===== config.mk =====
export PLATFORM = sky130hd
export DESIGN_NAME = rtc_battery_ram_command_port_unit
export DESIGN_NICKNAME = d
export VERILOG_FILES = /design/src/rtl/rtcbr_pkg.sv /design/src/rtl/rtcbr_ram.sv /design/src/rtl/rtcbr_seq.sv /design/src/rtl/rtc_battery_ram_command_port_unit.sv
export SDC_FILE = /design/constraint.sdc
export NUM_CORES = 2
export LEC_CHECK = 0
export ABC_AREA = 1
export ABC_CLOCK_PERIOD_IN_PS = 20200
export BUFFER_PORTS_ARGS = -buffer_cell sky130_fd_sc_hd__buf_2
export CAP_MARGIN = 10
export CORE_ASPECT_RATIO = 1.4
export CORE_MARGIN = 4
export CORE_UTILIZATION = 50
export CTS_BUF_LIST = sky130_fd_sc_hd__clkbuf_4
export CTS_CLUSTER_DIAMETER = 120
export DETAILED_ROUTE_END_ITERATION = 6
export GPL_ROUTABILITY_DRIVEN = 0
export PLACE_DENSITY = 0.65
export SLEW_MARGIN = 10
export SYNTH_ARGS = -nofsm -noshare
export SYNTH_HDL_FRONTEND = slang
export SYNTH_SLANG_ARGS = --single-unit
export TNS_END_PERCENT = 100

===== constraint.sdc =====
create_clock -name clock -period 20.2 [get_ports clock]
set_clock_uncertainty 0.2 [all_clocks]
set_input_delay 1.01 -clock clock [delete_from_list [all_inputs] [get_ports clock]]
set_output_delay 1.01 -clock clock [all_outputs]
set_load 0.03 [all_outputs]

===== src/rtl/rtcbr_pkg.sv =====
// Shared types and constants for the clock and battery RAM command port.
// Used by rtcbr_seq and rtc_battery_ram_command_port_unit; depends on nothing.
`default_nettype none

package rtcbr_pkg;

   // Battery RAM geometry.
   localparam int RAM_DEPTH  = 256;
   localparam int RAM_ADDR_W = $clog2(RAM_DEPTH);

   // Bus access codes.
   localparam logic FUNC_READ   = 1'b0;
   localparam logic FUNC_WRITE  = 1'b1;
   localparam logic REG_DATA    = 1'b0;
   localparam logic REG_CONTROL = 1'b1;

   // Command byte decode.
   localparam logic [7:0] CMD_RAM_MASK  = 8'h78;
   localparam logic [7:0] CMD_RAM_MATCH = 8'h38;
   localparam logic [7:0] CMD_CLK_MASK  = 8'h73;
   localparam logic [7:0] CMD_CLK_MATCH = 8'h01;

   // Sequencer codes (low seven bits; bit 7 carries the read flag).
   localparam logic [6:0] SEQ_RAM_START = 7'h41;
   localparam logic [6:0] SEQ_CLK_START = 7'h02;
   localparam logic [7:0] SEQ_IDLE      = 8'h00;

   // Sequencer phases held in the low nibble.
   localparam logic [3:0] PHASE_IDLE   = 4'd0;
   localparam logic [3:0] PHASE_ADDR   = 4'd1;
   localparam logic [3:0] PHASE_ACCESS = 4'd2;

   // Control register masks.
   localparam logic [7:0] ADDR_LO_MASK = 8'h1F;
   localparam logic [7:0] CTRL_MASK    = 8'hF0;
   localparam logic [7:0] CTRL_KEEP    = 8'h7F;
   localparam logic [7:0] CTRL_HOLD    = 8'h20;

   // Sequencer-visible state.
   typedef struct packed {
      logic [7:0]  seq_state;
      logic [7:0]  target;
      logic [7:0]  data;
      logic [31:0] latched;
   } core_state_type;

   // Battery RAM access requested by one control write.
   typedef struct packed {
      logic                  rd_en;
      logic                  wr_en;
      logic [RAM_ADDR_W-1:0] addr;
      logic [7:0]            wr_data;
   } ram_cmd_type;

endpackage

`default_nettype wire


===== src/rtl/rtcbr_ram.sv =====
// Generic single-port-write, single-port-read RAM with a registered read.
// No dependencies.
`default_nettype none

module rtcbr_ram #(
   parameter int WIDTH = 8,
   parameter int DEPTH = 256
) (
   input  wire logic                     clock,
   input  wire logic                     wr_en,
   input  wire logic [$clog2(DEPTH)-1:0] wr_addr,
   input  wire logic [WIDTH-1:0]         wr_data,
   input  wire logic                     rd_en,
   input  wire logic [$clog2(DEPTH)-1:0] rd_addr,
   output logic      [WIDTH-1:0]         rd_data
);

   logic [WIDTH-1:0] mem_ff [DEPTH];

   always_ff @(posedge clock) begin
      if (wr_en) begin
         mem_ff[wr_addr] <= wr_data;
      end
      if (rd_en) begin
         rd_data <= mem_ff[rd_addr];
      end
   end

endmodule

`default_nettype wire


===== src/rtl/rtcbr_seq.sv =====
// Next-state logic of the command sequencer for one control register write.
// Depends on rtcbr_pkg.
`default_nettype none

module rtcbr_seq (
   input  wire rtcbr_pkg::core_state_type cur,
   input  wire logic [7:0]                write_data,
   input  wire logic [31:0]               seconds_now,
   input  wire logic [31:0]               clock_offset,
   output rtcbr_pkg::core_state_type      nxt,
   output rtcbr_pkg::ram_cmd_type         ram_cmd
);
   import rtcbr_pkg::*;

   logic [7:0]  data_val;
   logic [31:0] seconds_sum;
   logic [31:0] latch_use;

   assign seconds_sum = seconds_now + clock_offset;

   always_comb begin
      // The data register survives only when control bit 5 is written set.
      data_val  = ((write_data & CTRL_HOLD) != 8'h00) ? cur.data : 8'h00;
      latch_use = cur.latched;
      nxt       = cur;
      nxt.data  = data_val;
      ram_cmd.rd_en   = 1'b0;
      ram_cmd.wr_en   = 1'b0;
      ram_cmd.addr    = cur.target[RAM_ADDR_W-1:0];
      ram_cmd.wr_data = data_val;

      case (cur.seq_state[3:0])
         PHASE_IDLE: begin
            if ((data_val & CMD_RAM_MASK) == CMD_RAM_MATCH) begin
               nxt.seq_state = {data_val[7], SEQ_RAM_START};
               nxt.target    = {data_val[2:0], 5'b0_0000};
            end else if ((data_val & CMD_CLK_MASK) == CMD_CLK_MATCH) begin
               nxt.seq_state = {data_val[7], SEQ_CLK_START};
               nxt.target    = {6'b00_0000, data_val[3:2]};
            end
         end
         PHASE_ADDR: begin
            nxt.target    = cur.target | ({2'b00, data_val[7:2]} & ADDR_LO_MASK);
            nxt.seq_state = cur.seq_state + 8'd1;
         end
         PHASE_ACCESS: begin
            if (cur.seq_state[6]) begin
               ram_cmd.rd_en = cur.seq_state[7];
               ram_cmd.wr_en = !cur.seq_state[7];
            end else if (cur.seq_state[7]) begin
               // Clock byte read; byte 0 takes a fresh snapshot.
               if (cur.target == 8'h00) begin
                  latch_use = seconds_sum;
               end
               nxt.latched = latch_use;
               nxt.data    = 8'(latch_use >> {cur.target[1:0], 3'b000});
            end
            nxt.seq_state = SEQ_IDLE;
         end
         default: begin
            nxt.seq_state = SEQ_IDLE;
         end
      endcase
   end

endmodule

`default_nettype wire


===== src/rtl/rtc_battery_ram_command_port_unit.sv =====
// Top level of the clock and battery RAM command port.
// Depends on rtcbr_pkg, rtcbr_seq and rtcbr_ram.
`default_nettype none

// The unit accepts one bus request per clock cycle while req_stall is low,
// and returns exactly one response byte for each request, in the cycle after
// acceptance at the earliest. A request writes or reads either the clock data
// register or the clock control and border register; control writes drive the
// command sequencer, which reaches the 256-byte battery RAM or the latched
// seconds counter. The battery RAM sits in a synchronous memory with a
// registered read. A RAM read step loads the data register from the memory
// output register, which the following request picks up directly, so
// back-to-back requests never wait for the memory. After reset a clearing pass
// writes zero to one battery RAM entry per cycle; req_stall stays high until
// the pass ends, and only then is the first request accepted.
// The response path holds a two-entry output buffer; after the clearing pass
// req_stall rises only when both entries are full. The clock offset register
// may be written at any time the unit is idle and takes effect for the next
// clock snapshot.
module rtc_battery_ram_command_port_unit (
   input  wire logic        clock,
   input  wire logic        reset,
   input  wire logic        csr_write_enable,
   input  wire logic [31:0] csr_write_data,
   input  wire logic        req_valid,
   output logic             req_stall,
   input  wire logic        req_func,
   input  wire logic        req_reg_select,
   input  wire logic [7:0]  req_write_data,
   input  wire logic [31:0] req_seconds_now,
   output logic             rsp_valid,
   input  wire logic        rsp_stall,
   output logic [7:0]       rsp_read_data
);
   import rtcbr_pkg::*;

   // Configuration.
   logic [31:0] offset_ff;

   // Architectural registers.
   logic [7:0]  data_ff, data_in;
   logic        pend_ff, pend_in;      // data register lives in the RAM output
   logic [7:0]  ctrl_ff;
   logic [3:0]  border_ff;
   logic [7:0]  seq_ff, seq_in;
   logic [7:0]  target_ff, target_in;
   logic [31:0] latched_ff, latched_in;

   // Battery RAM clearing pass after reset.
   logic                  clear_ff;
   logic [RAM_ADDR_W-1:0] clear_addr_ff;

   // Response buffer.
   logic        rsp_valid_ff, skid_valid_ff;
   logic [7:0]  rsp_data_ff, skid_data_ff;

   logic                  accept;
   logic                  ctrl_write;
   logic                  out_fire;
   logic [7:0]            data_eff;
   logic [7:0]            ram_rdata;
   logic [7:0]            result;
   core_state_type        cur_state;
   core_state_type        nxt_state;
   ram_cmd_type           ram_cmd;
   logic                  ram_wr;
   logic                  ram_rd;
   logic [RAM_ADDR_W-1:0] ram_addr;
   logic [7:0]            ram_wdata;

   assign req_stall     = skid_valid_ff || clear_ff;
   assign accept        = req_valid && !req_stall;
   assign out_fire      = rsp_valid_ff && !rsp_stall;
   assign rsp_valid     = rsp_valid_ff;
   assign rsp_read_data = rsp_data_ff;
   assign ctrl_write    = accept && (req_func == FUNC_WRITE) && (req_reg_select == REG_CONTROL);

   // The data register as the model sees it: forwarded from the RAM after a
   // RAM read step.
   assign data_eff = pend_ff ? ram_rdata : data_ff;

   assign cur_state.seq_state = seq_ff;
   assign cur_state.target    = target_ff;
   assign cur_state.data      = data_eff;
   assign cur_state.latched   = latched_ff;

   rtcbr_seq u_seq (
      .cur          (cur_state),
      .write_data   (req_write_data),
      .seconds_now  (req_seconds_now),
      .clock_offset (offset_ff),
      .nxt          (nxt_state),
      .ram_cmd      (ram_cmd)
   );

   // The clearing pass owns the write port until every entry holds zero.
   assign ram_wr    = !reset && (clear_ff || (ctrl_write && ram_cmd.wr_en));
   assign ram_rd    = ctrl_write && ram_cmd.rd_en && !reset;
   assign ram_addr  = clear_ff ? clear_addr_ff : ram_cmd.addr;
   assign ram_wdata = clear_ff ? 8'h00 : ram_cmd.wr_data;

   rtcbr_ram #(
      .WIDTH (8),
      .DEPTH (RAM_DEPTH)
   ) u_ram (
      .clock   (clock),
      .wr_en   (ram_wr),
      .wr_addr (ram_addr),
      .wr_data (ram_wdata),
      .rd_en   (ram_rd),
      .rd_addr (ram_addr),
      .rd_data (ram_rdata)
   );

   // Reads have no side effect; writes always answer zero.
   always_comb begin
      if (req_func == FUNC_WRITE) begin
         result = 8'h00;
      end else if (req_reg_select == REG_DATA) begin
         result = data_eff;
      end else begin
         result = ctrl_ff | {4'h0, border_ff};
      end
   end

   // Next values of the sequencer-visible state.
   always_comb begin
      data_in    = data_eff;
      pend_in    = pend_ff;
      seq_in     = seq_ff;
      target_in  = target_ff;
      latched_in = latched_ff;
      if (accept && (req_func == FUNC_WRITE)) begin
         if (req_reg_select == REG_DATA) begin
            data_in = req_write_data;
            pend_in = 1'b0;
         end else begin
            data_in    = nxt_state.data;
            pend_in    = ram_cmd.rd_en;
            seq_in     = nxt_state.seq_state;
            target_in  = nxt_state.target;
            latched_in = nxt_state.latched;
         end
      end
   end

   always_ff @(posedge clock) begin
      if (reset) begin
         offset_ff     <= 32'h0000_0000;
         data_ff       <= 8'h00;
         pend_ff       <= 1'b0;
         ctrl_ff       <= 8'h00;
         border_ff     <= 4'h0;
         seq_ff        <= SEQ_IDLE;
         target_ff     <= 8'h00;
         latched_ff    <= 32'h0000_0000;
         rsp_valid_ff  <= 1'b0;
         skid_valid_ff <= 1'b0;
         clear_ff      <= 1'b1;
         clear_addr_ff <= '0;
      end else begin
         if (csr_write_enable) begin
            offset_ff <= csr_write_data;
         end

         // One entry is cleared per cycle; the last entry ends the pass.
         if (clear_ff) begin
            clear_addr_ff <= clear_addr_ff + 1'b1;
            if (clear_addr_ff == RAM_ADDR_W'(RAM_DEPTH - 1)) begin
               clear_ff <= 1'b0;
            end
         end

         data_ff    <= data_in;
         pend_ff    <= pend_in;
         seq_ff     <= seq_in;
         target_ff  <= target_in;
         latched_ff <= latched_in;

         if (ctrl_write) begin
            border_ff <= req_write_data[3:0];
            // The transaction bit never survives a control write.
            ctrl_ff   <= req_write_data & CTRL_MASK & CTRL_KEEP;
         end

         // Two-entry response buffer.
         if (skid_valid_ff) begin
            if (out_fire) begin
               rsp_data_ff   <= skid_data_ff;
               skid_valid_ff <= 1'b0;
            end
         end else if (accept) begin
            if (!rsp_valid_ff || out_fire) begin
               rsp_data_ff  <= result;
               rsp_valid_ff <= 1'b1;
            end else begin
               skid_data_ff  <= result;
               skid_valid_ff <= 1'b1;
            end
         end else if (out_fire) begin
            rsp_valid_ff <= 1'b0;
         end
      end
   end

endmodule

`default_nettype wire


==> results.cfg <==
[power]
combPwrFrac = 0.069
leakage_nw = 33.1
p_int_mw = 6.73
p_per_area_nw_per_um2 = 91.7
swShare = 0.236
p_seq_frac = 0.554
p_switching_mw = 2.07
peakVddDrop_uv = 61.3
power.share.clock = 0.377

[yosys]
synth_seq_cells = 2179
syn_avg_cell_area_um2 = 13.1
synth_async_sr_flop_share = 0
synth_nets = 6738
synth_ff_type = edfxtp_1
yosysUniqueCellTypes = 50
synth_edf_count = 2072
synth_area_leaders = edfxtp_1, a22oi_1, nand2_1
ys_seq_area_frac = 0.742
synth.cell_area_um2 = 86800
yosysWarnings = 0
synth_top_area_share = 0.717
yosysTopAreaCell = edfxtp_1
syn_inst = 6626

[min_path]
hold_start = req_seconds_now[28]
hold_end = latched_ff[28]$_SDFFE_PP0P_
holdPathStages = 7
hold_class = primary input to register

[worst_setup_path]
rr_startpoint = clear_ff$_SDFF_PP1_
critPathCaptureType = register
start_kind = register
reg2reg_slack_ns = 14.28
r2r_end = u_ram.mem_ff[16][3]$_DFFE_PP_
reg2reg_depth = 9
cp.arrival_ns = 6.67
critPathKind = register to register
cp_max_fo = 67
cp.required_ns = 20.95

[global_routing]
grt_usage = 0.264
grt_start_max_net_pins = 169
grt_pass1_vias = 56300
gr-total-overflow = 0
antenna_found_initial = 9
grt_pass1_wl_mm = 358

[layout]
final_nets = 7118
area_growth_pct = 10.7
drive_above_1_share = 0.134
finish.utilization = 0.557
final_area_um2 = 96000

[timing]
worstMarginPinSlew_ns = 1.20
layout_min_cycle_time_ns = 5.92
fin_setup_tns_ns = 0
finalHoldViolations = 0
rsz0062_at_grt = false
fmax_mhz = 169
drv_slew = 0
fin_hold_ws_ns = 0.196
setup_viol = 0
slew_headroom = 0.194
fin_crit_sh = 0.293

[clock_network]
cts-root-buf = clkbuf_4
clk_pin_slew_ns = 0.07
numClockSinks = 2179
cts-buffers-inserted = 491
cts_resized = 0
clockBufferDepth = 4
h-tree-depth = 5
cts_tree = done
clock_latency_ns = 1.40

[route]
drtIter0Drc = 6223
antenna_left = 0
vias = 56500
vias_per_cell = 5.85
drc = 3
first_pass_iters = 7
routed_wl_mm = 242
wl_per_cell_um = 25.1

[place]
portBuffers = 88
placed_area_um2 = 89100
dp_hpwl_mm = 141

[floorplan]
num_rows = 180
coreArea_um2 = 172000
io-pin-count = 89
die_area_um2 = 180000
die_y_um = 501
initial_utilization = 0.504
die_w_um = 360

[job]
drv_cap = 0

[run_status]
violations = DRC
status = finished with violations
-- placed cells by master (no fill, tap or decap), types with 22 or more instances in the layout --
| cell | n |
|---|---|
| clkinv_1 | 126 |
| inv_1 | 269 |
| dlygate4sd3_1 | 85 |
| buf_2 | 88 |
| o21ai_0 | 118 |
| nand2_1 | 1536 |
| dfxtp_1 | 107 |
| o21ai_1 | 22 |
| buf_4 | 62 |
| nand3_1 | 145 |
| edfxtp_1 | 2072 |
| nand4_1 | 34 |
| nor2_1 | 607 |
| ha_1 | 32 |
| a21oi_1 | 136 |
| o211ai_1 | 27 |
| a22oi_1 | 992 |
| clkbuf_4 | 713 |
-- kinds of logic (layout without fill, tap and decap cells) --
logic type,count (synthesis),in the layout,share of synthesized area
multiplexers,3,3,0.000346
adder cells (fa/ha/maj),33,33,0.00485
flip-flops,2179,2179,0.742
buffers and inverters,646,1394,0.0332
AND/OR/NAND/NOR,2424,2424,0.110
AO/OA/AOI/OAI,1338,1338,0.109
other,0,4,0
XOR/XNOR,3,3,0.000303
-- flip-flops by register name, summed over array words and instances (netlist names), 8 cells and up --
signal / count
clear_addr_ff: 8
data_ff: 8
latched_ff: 32
offset_ff: 32
rsp_read_data: 8
seq_ff: 8
skid_data_ff: 8
target_ff: 8
u_ram.mem_ff: 2048
u_ram.rd_data: 8
-- cell type report --
type,instances,area [um2]
Antenna cell,4,10.0
Multi-Input combinational cell,3801,19600
Clock buffer,713,5350
Inverter,284,1100
Fill cell,14100,76300
Timing Repair Buffer,249,2030
Tap cell,2275,2850
Sequential cell,2179,64400
Clock inverter,148,682
-- cells in the mapped netlist, drive strengths merged, types with 34 or more instances --
| library cell | n |
|---|---|
| a22oi | 1010 |
| edfxtp | 2072 |
| nor2 | 627 |
| a21oi | 138 |
| buf | 235 |
| o21ai | 143 |
| inv | 280 |
| clkbuf | 127 |
| nand3 | 145 |
| nand4 | 34 |
| dfxtp | 107 |
| nand2 | 1554 |
-- how the worst max path moves through the flow --
| stage | end | slack (ns) | start | depth (start not counted) |
|---|---|---|---|---|
| after floorplan | u_ram.mem_ff[0][0]$_DFFE_PP_ | 11.07 | req_write_data[5] | 5 |
| after global placement | u_ram.rd_data[3]$_DFFE_PP_ | 14.18 | clear_ff$_SDFF_PP1_ | 18 |
| after detailed placement | u_ram.mem_ff[112][2]$_DFFE_PP_ | 14.29 | clear_ff$_SDFF_PP1_ | 9 |
| after CTS | u_ram.mem_ff[16][7]$_DFFE_PP_ | 14.28 | clear_ff$_SDFF_PP1_ | 9 |
| after global routing | u_ram.mem_ff[192][1]$_DFFE_PP_ | 14.01 | clear_ff$_SDFF_PP1_ | 9 |
| final | u_ram.mem_ff[16][3]$_DFFE_PP_ | 14.28 | clear_ff$_SDFF_PP1_ | 9 |
-- power groups by stage --
stage	combinational, mW	clock (mW)	sequential [mW]
finish	0.611	3.32	4.88
global route	0.665	3.62	4.87
CTS	0.606	3.38	4.88
detailed placement	0.590	0	4.98
global placement	0.585	0	4.98
floorplan	0.417	0	4.97
-- critical path: stages (launching register included) --
cell and delay (ns):
dfxtp_1 0.81, buf_4 0.37, inv_4 0.12, nand2_2 0.09, nand2_4 0.10, nor2_4 0.54, buf_4 0.76, buf_4 0.82
nand2_2 0.84, nor2_1 0.85
-- layer usage --
| metal | part of all wire | global-route usage |
|---|---|---|
| met1 | 0.37 | 0.321 |
| met2 | 0.49 | 0.443 |
| met3 | 0.082 | 0.0549 |
| met4 | 0.058 | 0.145 |
| met5 | 0.00016 | 0 |
-- metrics by stage --
step / worst slack [ns] / total power [mW] / instances
after floorplan: 11.07 / 5.39 / 6626
after global placement: 14.18 / 5.56 / 8701
after detailed placement: 14.29 / 5.57 / 8702
after CTS: 14.28 / 8.86 / 9648
after global routing: 14.01 / 9.16 / 9653
final: 14.28 / 8.81 / 9653
-- repair_timing --
action | CTS | global route
endpoints found under the hold margin | 97 | 0
hold buffers | 85 | 0
setup buffers | 0 | 0
(Power assumes the default switching activity.)
